[config.mk]
export PLATFORM = sky130hd
export DESIGN_NAME = lpht_ctrl
export DESIGN_NICKNAME = d
export VERILOG_FILES = /design/src/sv/lpht_pkg.sv /design/src/sv/lpht_ctrl.sv
export VERILOG_INCLUDE_DIRS = /design/src /design/src/sv
export SDC_FILE = /design/constraint.sdc
export NUM_CORES = 1
export LEC_CHECK = 0
export BUFFER_PORTS_ARGS = -buffer_cell sky130_fd_sc_hd__buf_2
export CORE_AREA = 8 8 45 47
export CTS_CLUSTER_SIZE = 30
export DETAILED_ROUTE_END_ITERATION = 12
export DIE_AREA = 0 0 53 55
export GPL_ROUTABILITY_DRIVEN = 0
export GPL_TIMING_DRIVEN = 1
export SKIP_LAST_GASP = 1
export SLEW_MARGIN = 20
export SYNTH_ARGS = -nofsm -noshare
export SYNTH_HDL_FRONTEND = slang
export SYNTH_SLANG_ARGS = --single-unit
export TNS_END_PERCENT = 20
[constraint.sdc]
create_clock -name clock -period 1.3 [get_ports clock]
set_input_delay 0.13 -clock clock [delete_from_list [all_inputs] [get_ports clock]]
set_output_delay 0.13 -clock clock [all_outputs]
set_load 0.01 [all_outputs]
[src/sv/linear_probe_hash_table_assert.svh]
// assertion macros for the linear probe hash table
`ifndef LINEAR_PROBE_HASH_TABLE_ASSERT_SVH
`define LINEAR_PROBE_HASH_TABLE_ASSERT_SVH

// implication checked every clock, quiet during reset
`define LPHT_ASSERT_IMP(label, ante, cons) \
   label: assert property (@(posedge clock) disable iff (reset) (ante) |-> (cons)) \
      else $error("assertion failed");

// next-cycle implication
`define LPHT_ASSERT_NEXT(label, ante, cons) \
   label: assert property (@(posedge clock) disable iff (reset) (ante) |=> (cons)) \
      else $error("assertion failed");

`endif

[src/sv/lpht_pkg.sv]
// shared types and constants for the linear probe hash table
package lpht_pkg;
   localparam int DEPTH_DEF       = 256;
   localparam int PROBE_LIMIT_DEF = 20;
   localparam int KEY_BITS_DEF    = 32;
   localparam int HASH_BITS_DEF   = 32;
   localparam int DATA_BITS_DEF   = 32;
   localparam int KEY_W    = 32;
   localparam int HASH_W   = 32;
   localparam int DATA_W   = 32;
   localparam int LIMIT_W  = 9;
   localparam int COUNT_W  = 9;
   localparam int STATUS_W = 3;
   localparam logic [LIMIT_W-1:0] LIMIT_RESET = 9'd256;

   localparam logic [1:0] OP_ADD    = 2'd0;
   localparam logic [1:0] OP_DELETE = 2'd1;
   localparam logic [1:0] OP_LOOKUP = 2'd2;
   localparam logic [1:0] OP_UNUSED = 2'd3;

   localparam logic [2:0] ST_ADDED    = 3'd0;
   localparam logic [2:0] ST_DUP      = 3'd1;
   localparam logic [2:0] ST_NOSPACE  = 3'd2;
   localparam logic [2:0] ST_FOUND    = 3'd3;
   localparam logic [2:0] ST_NOTFOUND = 3'd4;

   // controller to datapath
   typedef struct packed {
      logic load;       // capture request word, start modulo
      logic mod_step;   // one restoring-division step
      logic probe_rd;   // issue memory read at probe index
      logic advance;    // step probe index
      logic do_write;   // write slot and set valid
      logic do_clear;   // clear valid of probe slot
      logic set_resp;   // load response word
      logic [2:0] status;
      logic use_data;
   } cmd_type;

   // datapath to controller
   typedef struct packed {
      logic mod_done;
      logic slot_valid;
      logic slot_match;
      logic wrap_home;   // next index equals home
      logic limit_hit;   // probe count reached limit
      logic [1:0] op;
   } sts_type;
endpackage

[src/sv/lpht_ctrl.sv]
// controller state machine for the linear probe hash table
`include "linear_probe_hash_table_assert.svh"
module lpht_ctrl (
   input  logic              clock,
   input  logic              reset,
   input  logic              req_valid,
   output logic              req_stall,
   output logic              rsp_valid,
   input  logic              rsp_stall,
   output lpht_pkg::cmd_type cmd,
   input  lpht_pkg::sts_type sts
);
   import lpht_pkg::*;
   typedef enum logic [2:0] {S_IDLE, S_MOD, S_READ, S_EVAL, S_RESP} state_type;
   state_type state_ff, state_in;
   logic rsp_valid_ff, rsp_valid_in;

   assign req_stall = (state_ff != S_IDLE);
   assign rsp_valid = rsp_valid_ff;

   always_comb begin
      state_in     = state_ff;
      rsp_valid_in = rsp_valid_ff && rsp_stall;
      cmd          = '0;
      case (state_ff)
         S_IDLE: begin
            if (req_valid && !req_stall) begin
               cmd.load = 1'b1;
               state_in = S_MOD;
            end
         end
         S_MOD: begin
            if (sts.mod_done) state_in = S_READ;
            else cmd.mod_step = 1'b1;
         end
         S_READ: begin
            cmd.probe_rd = 1'b1;
            state_in = S_EVAL;
         end
         S_EVAL: begin
            // hold while the previous response word still waits
            if (!(rsp_valid_ff && rsp_stall)) begin
               state_in = S_RESP;
               cmd.set_resp = 1'b1;
               if (sts.op == OP_ADD) begin
                  if (!sts.slot_valid) begin
                     cmd.do_write = 1'b1;
                     cmd.status = ST_ADDED;
                  end else if (sts.slot_match) begin
                     cmd.status = ST_DUP;
                  end else if (sts.limit_hit) begin
                     cmd.status = ST_NOSPACE;
                  end else begin
                     cmd.set_resp = 1'b0;
                     cmd.advance = 1'b1;
                     state_in = S_READ;
                  end
               end else if (sts.op == OP_DELETE || sts.op == OP_LOOKUP) begin
                  if (sts.slot_match) begin
                     cmd.status = ST_FOUND;
                     cmd.use_data = (sts.op == OP_LOOKUP);
                     cmd.do_clear = (sts.op == OP_DELETE);
                  end else if (sts.limit_hit || sts.wrap_home) begin
                     cmd.status = ST_NOTFOUND;
                  end else begin
                     cmd.set_resp = 1'b0;
                     cmd.advance = 1'b1;
                     state_in = S_READ;
                  end
               end else begin
                  cmd.status = ST_NOTFOUND;
               end
            end
         end
         S_RESP: begin
            // wait for the output register to be free
            if (!(rsp_valid_ff && rsp_stall)) begin
               rsp_valid_in = 1'b1;
               state_in = S_IDLE;
            end
         end
         default: state_in = S_IDLE;
      endcase
   end

   always_ff @(posedge clock) begin
      if (reset) begin
         state_ff     <= S_IDLE;
         rsp_valid_ff <= 1'b0;
      end else begin
         state_ff     <= state_in;
         rsp_valid_ff <= rsp_valid_in;
      end
   end

   `LPHT_ASSERT_IMP(a_no_accept_busy, state_ff != S_IDLE, req_stall)
   `LPHT_ASSERT_IMP(a_wr_clr_excl, 1'b1, !(cmd.do_write && cmd.do_clear))
   `LPHT_ASSERT_NEXT(a_load_to_mod, cmd.load, state_ff == S_MOD)
   `LPHT_ASSERT_NEXT(a_resp_hold, rsp_valid_ff && rsp_stall, rsp_valid_ff)
endmodule

==> impl_metrics.yaml, run 1 <==
global_route:
  grt_pass1_vias: 561
  grt_max_degree: 8
  overflow: 0
  antenna_found_initial: 0
  grt_pass1_wl_um: 2352
  track_usage: 0.1092
clock_tree:
  tritoncts: "yes"
  cts_hold_buf: 0
  cts-htree-levels: 1
  root_buffer: "clkbuf_4"
  worstSkewPairLatency_ns: 0.23
  path_clk_slew_ns: 0.04
  clkSinkCount: 4
  cts_buffers: 3
  cts_buffer_depth: 2
pwr:
  p_leak_nw: 0.3640
  p_total_uw: 506.8
  ir_worst_vdd_mv: 0.2275
  p_per_area_nw_per_um2: 679.6
logic_synthesis:
  yosysWarnings: 0
  synth_top_area_frac: 0.2140
  ys_ff_latch: 4
  yosys.area.top_type: "dfxtp_1"
  syn_nets: 63
  avgSynthCellArea_um2: 7.635
  synth_edf_count: 0
  synthesis.area_um2: 374.1
  synth_most_common_cell: "nor2_1"
  synthFlopType: "dfxtp_1"
  yosys.cell_types.count: 24
  synth_top_cells_by_area: "dfxtp_1 (21%), ha_1 (10%), a211oi_1 (6.0%)"
  synth-seq-area-share: 0.2140
  async_flop_share: 0
  syn_inst: 49
  synth_commonest_cells: "nor2_1 (5), a21oi_1 (4), dfxtp_1 (4), inv_1 (4), nand2_1 (4)"
sta:
  setup_viol: 11
  holdWs_ns: 0.1127
  tns_ns: -1.293
  post-route-min-period_ns: 1.492
  slew_headroom: 0.8168
  max_freq_mhz: 670.1
  hold_violations: 0
  period_share: 1.148
  setup_ws_ns: -0.1923
  tightestPinTransition_ns: 0.2712
  rsz0062_at_grt: "true"
  timing.final.max_slew_violations: 0
  finalClockSkew_ns: 0.001794
worst_setup_path:
  worstSetupPathType: "input pin to output pin"
  end_kind: "output pin"
  arrival_ns: 1.36
  crit_slowest_cell: "or3b_4"
  cpLargestDelayFamily: "simple AND/OR/NAND/NOR gates"
  r2r_cells: 3
  endpoint: "cmd[7]"
  rrSetupSlack_ns: 0.10
  reg2reg_to: "state_ff[2]"
  crit_buf_inv: 3
  crit_fanout: 2
  cp.depth: 7
  worstReg2RegStart: "state_ff[2]"
  critPathLaunch: "sts[1]"
  crit_chain: "buf_6 > inv_4 > ha_4 > or3b_4 > a211o_1 > nor2_2 > buf_2"
  critPathMaxStageDelay_ns: 0.38
  worstPathRequired_ns: 1.17
  start_kind: "input pin"
die:
  ios: 24
  num_rows: 14
  dieArea_um2: 2915
  fp.dieH_um: 55
  core_area_um2: 1384
  initial_utilization: 0.2703
  die_x_um: 53
finish:
  num-nets-final: 106
  design_area_um2: 745.7
  syn_to_final_growth_pct: 99.33
  multi_input_area_um2: 355.3
  nFillCells: 144
  ff_latch_area_um2: 83.83
  diodes: 0
  post_route_cells_drive_above_1_share: 0.6444
run_status:
  violations: "negative setup slack"
  status: "finished with violations"
hold_path:
  hp-class: "input pin to register"
placed_design:
  port_buffers: 23
  placed_area_um2: 626.9
  dp_hpwl_um: 1035
job:
  maxCapViolCount: 0
drt:
  drc: 0
  ant_nets: 0
  drt-total-wl_um: 1380
  viasPerCell: 4.962
  dr.pass1.iters: 4
  vias: 526
  drt_iter0_markers: 13
  avgRoutedWirePerCell_um: 13.02
==> where the power goes <==
part           internal, mW  switching [mW]  leakage, nW
Sequential            0.132         0.00834       0.0332
Combinational         0.114          0.0990        0.317
Clock                 0.103          0.0499       0.0138
Total                 0.350           0.157        0.364
==> worst register-to-register path: cells and delay by family, from the launching register on <==
| kind | cells | cell delay [ns] |
|---|---|---|
| AND/OR/NAND/NOR | 2 | 0.67 |
| flip-flops | 1 | 0.35 |
| AO/OA/AOI/OAI | 1 | 0.07 |
==> repair_timing <==
item | 4_1_cts | 5_1_grt
gates resized for setup | 13 | 7
setup endpoints to repair | 11 | 12
setup buffers | 2 | 0
cloned | 0 | 0
pin swaps | 4 | 1
==> worst min path at each step <==
stage / slack [ns] / endpoint / from / cells after the start
2_1_floorplan: 0.20 / rsp_valid / reset / 1
3_5_place_dp: 0.35 / rsp_valid / reset / 2
6_report: 0.11 / state_ff[0] / reset / 2
3_3_place_gp: 0.35 / rsp_valid / reset / 2
4_1_cts: 0.10 / state_ff[0] / reset / 2
5_1_grt: 0.11 / state_ff[0] / reset / 2
==> routing by layer <==
layer	global-route usage	routed length, um
met5	0	0
met4	0.06466	10
met3	0.05348	158
met2	0.1777	666
met1	0.1121	545
==> layout make-up <==
cell class              count  share of cell area
flip-flops and latches      4              0.1124
multi-input cells          41              0.4765
well taps                  16             0.02685
inverters                   4             0.02685
repair buffers             38              0.3272
clock buffers               3             0.03020
==> placed cells by master, fill, tap and decap left out, drive strengths merged, types with 2 or more instances in the layout <==
cell type and n:
buf 38, nor2 5, a21oi 4, nand2 4, dfxtp 4, inv 4
or3 3, clkbuf 3, a211oi 3, ha 3, nor3b 2, a211o 2
or3b 2
==> kinds of logic after synthesis <==
| group | after synthesis | share of synthesized area |
|---|---|---|
| simple gates | 24 | 0.3779 |
| compound gates | 14 | 0.2676 |
| buf+inv | 4 | 0.04012 |
| flops | 4 | 0.2141 |
| fa+ha+maj | 3 | 0.1003 |
==> stage by stage <==
stage	instances	worst slack (ns)	util
global placement	101	-0.2634	0.4530
detailed placement	101	-0.2724	0.4530
CTS	106	-0.2340	0.5127
global route	106	-0.2814	0.5389
floorplan	49	-0.03863	-
finish	106	-0.1923	0.5389
==> registers in the layout, indices dropped and copies added (netlist names) <==
register   cells
state_ff       3
rsp_valid      1
Power figures use the tool's default switching activity.
==> run 2: changes to the inputs <==
Settings changed: SKIP_CTS_REPAIR_TIMING set to 1.
Clock period 1.3 ns to 1.6 ns, I/O delays scaled along.
==> impl_metrics.yaml, run 2 (synthesis results as in run 1) <==
finish:
  num-nets-final: 101
  final_cell_mix: "buf_2 (21), buf_4 (10), nor2_1 (5)"
  finalNonFillerCells: 101
  final_common_cell: "buf_2"
  design_area_um2: 656.9
  diodes: 0
  nFillCells: 134
  syn_to_final_growth_pct: 75.59
  post_route_cells_drive_above_1_share: 0.5529
  largest_register_ffs: 3
  largest_register: "state_ff"
die:
  num_rows: 14
  initial_utilization: 0.2703
  fp.dieH_um: 55
  die_x_um: 53
  ios: 24
  dieArea_um2: 2915
  core_area_um2: 1384
sta:
  rsz0062_at_grt: "true"
  tightestPinTransition_ns: 0.2353
  setup_ws_ns: -0.005292
  post-route-min-period_ns: 1.605
  slew_headroom: 0.8411
  hold_violations: 0
  setup_viol: 1
  finalClockSkew_ns: 0.002804
  timing.final.max_slew_violations: 0
  period_share: 1.003
  max_freq_mhz: 622.9
pwr:
  p_per_area_nw_per_um2: 585.9
  p_leak_nw: 0.3200
  p_total_uw: 384.9
  ir_worst_vdd_mv: 0.2354
drt:
  drt-total-wl_um: 1266
  drt_iter0_markers: 4
  viasPerCell: 4.871
  dr.pass1.iters: 4
  ant_nets: 0
  vias: 492
  avgRoutedWirePerCell_um: 12.53
  drc: 0
global_route:
  grt_max_degree: 10
  overflow: 0
  antenna_found_initial: 0
  use_met2: 0.1328
  grt_pass1_vias: 501
  track_usage: 0.08843
  grt_pass1_wl_um: 1966
  grtUsageMet3: 0.03209
  busiest_layer: "met2"
  use_met1: 0.1015
job:
  maxCapViolCount: 0
clock_tree:
  path_clk_slew_ns: 0.04
  worstSkewPairLatency_ns: 0.23
  cts_buffers: 3
  clkSinkCount: 4
  cts-htree-levels: 1
  root_buffer: "clkbuf_4"
  cts_buffer_depth: 2
  tritoncts: "yes"
worst_setup_path:
  worstPathRequired_ns: 1.44
  arrival_ns: 1.45
  worstSetupPathType: "input pin to output pin"
  worstReg2RegStart: "state_ff[0]"
  crit_fanout: 2
  critPathLaunch: "sts[1]"
  start_kind: "input pin"
  end_kind: "output pin"
  rrSetupSlack_ns: 0.29
placed_design:
  dp_hpwl_um: 947.9
  placed_area_um2: 569.3
  port_buffers: 23
  dp.cells: 96
run_status:
  status: "finished with violations"
  violations: "negative setup slack"
hold_path:
  hp-class: "input pin to register"
  worstHoldStart: "reset"
## run 2: cell types whose count changed in the layout (fill, tap and decap cells not counted), moves of 2 or more
cell      before  now
a211oi_2       2    0
buf_4         14   10
inv_2          0    2
inv_4          2    0
nor3b_1        0    2
nor3b_2        2    0
## run 2: routing by layer
| layer | vias to the layer above | routed length (um) |
|---|---|---|
| met1 | 217 | 560 |
| met4 | 0 | 7 |
| met2 | 22 | 557 |
| met3 | 2 | 140 |
| met5 | - | 0 |
| li1 | 251 | - |
## run 2: final cells by class
class                           count  area, um2  area share
Timing Repair Buffer               33      202.7      0.3086
Tap cell                           16      20.02     0.03048
Clock buffer                        3      22.52     0.03429
Inverter                            4      15.01     0.02286
Sequential cell                     4      81.33      0.1238
Multi-Input combinational cell     41      315.3      0.4800
## run 2: path summary, 6_finish.rpt
path | to | cells past startpoint
max reg2reg | state_ff[2] | 4
max | cmd[7] | 7
min | state_ff[0] | 2
min reg2reg | state_ff[0] | 2
## run 2: worst max-delay path: stages
cell and delay, ns:
buf_6 0.07, inv_2 0.04, ha_4 0.26, or3b_4 0.39, a211o_1 0.28, nor2_1 0.11, buf_2 0.14
## run 2: per-stage QoR
step	hold WS (ns)	setup TNS [ns]	utilization	worst slack, ns
global route	0.1610	-0.04096	0.4747	-0.04096
detailed placement	0.3861	-0.1023	0.4114	-0.05206
CTS	0.1463	-0.2768	0.4277	-0.09756
finish	0.1520	-0.005292	0.4747	-0.005292
global placement	0.3820	-0.08111	0.4114	-0.06005
floorplan	0.2291	0	-	0.1117
## run 2: where the power goes
part	internal [mW]	switching, mW
Clock	0.0839	0.0413
Sequential	0.107	0.00662
Combinational	0.0777	0.0683
Total	0.269	0.116
==> run 3: changes to the inputs <==
Settings changed: BUFFER_PORTS_ARGS -buffer_cell sky130_fd_sc_hd__buf_2 to not set, CORE_AREA 8 8 45 47 to 4 4 41 43, DIE_AREA 0 0 53 55 to 0 0 45 47, DONT_BUFFER_PORTS set to 1.
==> impl_metrics.yaml, run 3 (synthesis results as in run 1) <==
hold_path:
  hp-class: "input pin to register"
  hold-path-cell-count: 1
  worstHoldStart: "reset"
global_route:
  antenna_found_initial: 0
  grt_pass1_vias: 401
  grt_pass1_wl_um: 1483
  track_usage: 0.09471
  overflow: 0
  grt_max_degree: 10
worst_setup_path:
  critPathLaunch: "sts[0]"
  worstReg2RegStart: "state_ff[0]"
  critPathMaxStageDelay_ns: 0.37
  arrival_ns: 1.38
  worstSetupPathType: "input pin to output pin"
  crit_fanout: 2
  end_kind: "output pin"
  crit_chain: "inv_1 > ha_1 > or3b_1 > a211o_1 > nor2_1"
  r2r_cells: 4
  crit_slowest_cell: "or3b_1"
  crit_buf_inv: 1
  cpLargestDelayFamily: "simple AND/OR/NAND/NOR gates"
  cp.depth: 5
  start_kind: "input pin"
  worstPathRequired_ns: 1.44
pwr:
  p_leak_nw: 0.2006
  switchingPower_uw: 95.78
  internal-power_uw: 238.0
  ir_worst_vdd_mv: 0.2400
  p_total_uw: 333.8
  netSwitchingFraction: 0.2869
  combPwrFrac: 0.286
  seq_power_share: 0.342
  p_per_area_nw_per_um2: 677.1
  pwr-share-clk: 0.372
clock_tree:
  cts_buffer_depth: 2
  cts_buffers: 3
  worstSkewPairLatency_ns: 0.23
  root_buffer: "clkbuf_4"
  clkSinkCount: 4
  path_clk_slew_ns: 0.04
  tritoncts: "yes"
  cts-htree-levels: 1
drt:
  drt_iter0_markers: 9
  drc: 0
  vias: 415
  dr.pass1.iters: 4
  avgRoutedWirePerCell_um: 13.40
  viasPerCell: 5.533
  ant_nets: 0
  drt-total-wl_um: 1005
sta:
  rsz0062_at_grt: "true"
  finalClockSkew_ns: 0.001307
  hold_violations: 0
  timing.final.max_slew_violations: 0
  setup_viol: 0
  slew_headroom: 0.7472
  period_share: 0.9624
  max_freq_mhz: 649.4
  tightestPinTransition_ns: 0.3763
  post-route-min-period_ns: 1.540
finish:
  final_common_cell: "buf_4"
  design_area_um2: 493.0
  post_route_cells_drive_above_1_share: 0.2667
  diodes: 0
  num-nets-final: 76
  final_cell_mix: "buf_4 (7), nor2_1 (5), inv_1 (4), nand2_1 (4), a21oi_1 (4)"
  largest_register_ffs: 3
  postLayoutCoreUtil: 0.3788
  syn_to_final_growth_pct: 31.77
  largest_register: "state_ff"
die:
  fp.dieH_um: 47
  die_x_um: 45
  ios: 24
  core_area_um2: 1301
  num_rows: 13
  dieArea_um2: 2115
  initial_utilization: 0.2875
job:
  maxCapViolCount: 0
placed_design:
  dp_hpwl_um: 799.1
  port_buffers: 0
  placed_area_um2: 445.4
run_status:
  status: "complete, no violations"
-- run 3: metal layers --
layer | global-route usage | vias to the layer above | share of wire
li1 | - | 202 | -
met1 | 0.1066 | 181 | 0.41
met2 | 0.1469 | 30 | 0.41
met3 | 0.05747 | 2 | 0.17
met4 | 0.03509 | 0 | 0.0050
met5 | 0 | - | 0
-- run 3: worst paths after layout --
kind	to	slack (ns)
min reg2reg	state_ff[1]	0.51
max reg2reg	state_ff[2]	0.30
max	cmd[7]	0.06
min	state_ff[2]	0.03
-- run 3: metrics by stage --
step / cells / hold WS, ns / TNS (ns) / setup slack (ns)
final: 75 / 0.02997 / 0 / 0.06009
after global routing: 75 / 0.02358 / -0.01208 / -0.01208
after CTS: 74 / -0.01349 / -0.4146 / -0.1580
after detailed placement: 71 / 0.2324 / 0 / 0.06448
after global placement: 71 / 0.2320 / 0 / 0.09615
after floorplan: 49 / 0.2291 / 0 / 0.1117
-- run 3: cell type report --
class	count	area, um2
clock buffer	3	22.52
fill	144	808.3
inverter	4	15.01
multi-input combinational	41	292.8
sequential	4	81.33
tap	15	18.77
timing repair buffer	8	62.56
-- run 3: power groups by stage --
stage                     Sequential [mW]  Combinational [mW]  Clock (mW)
after floorplan                     0.117              0.0620           0
after global placement              0.115              0.0892           0
after detailed placement            0.115              0.0903           0
after CTS                           0.113              0.0905       0.129
after global routing                0.115               0.105       0.140
final                               0.114              0.0954       0.124
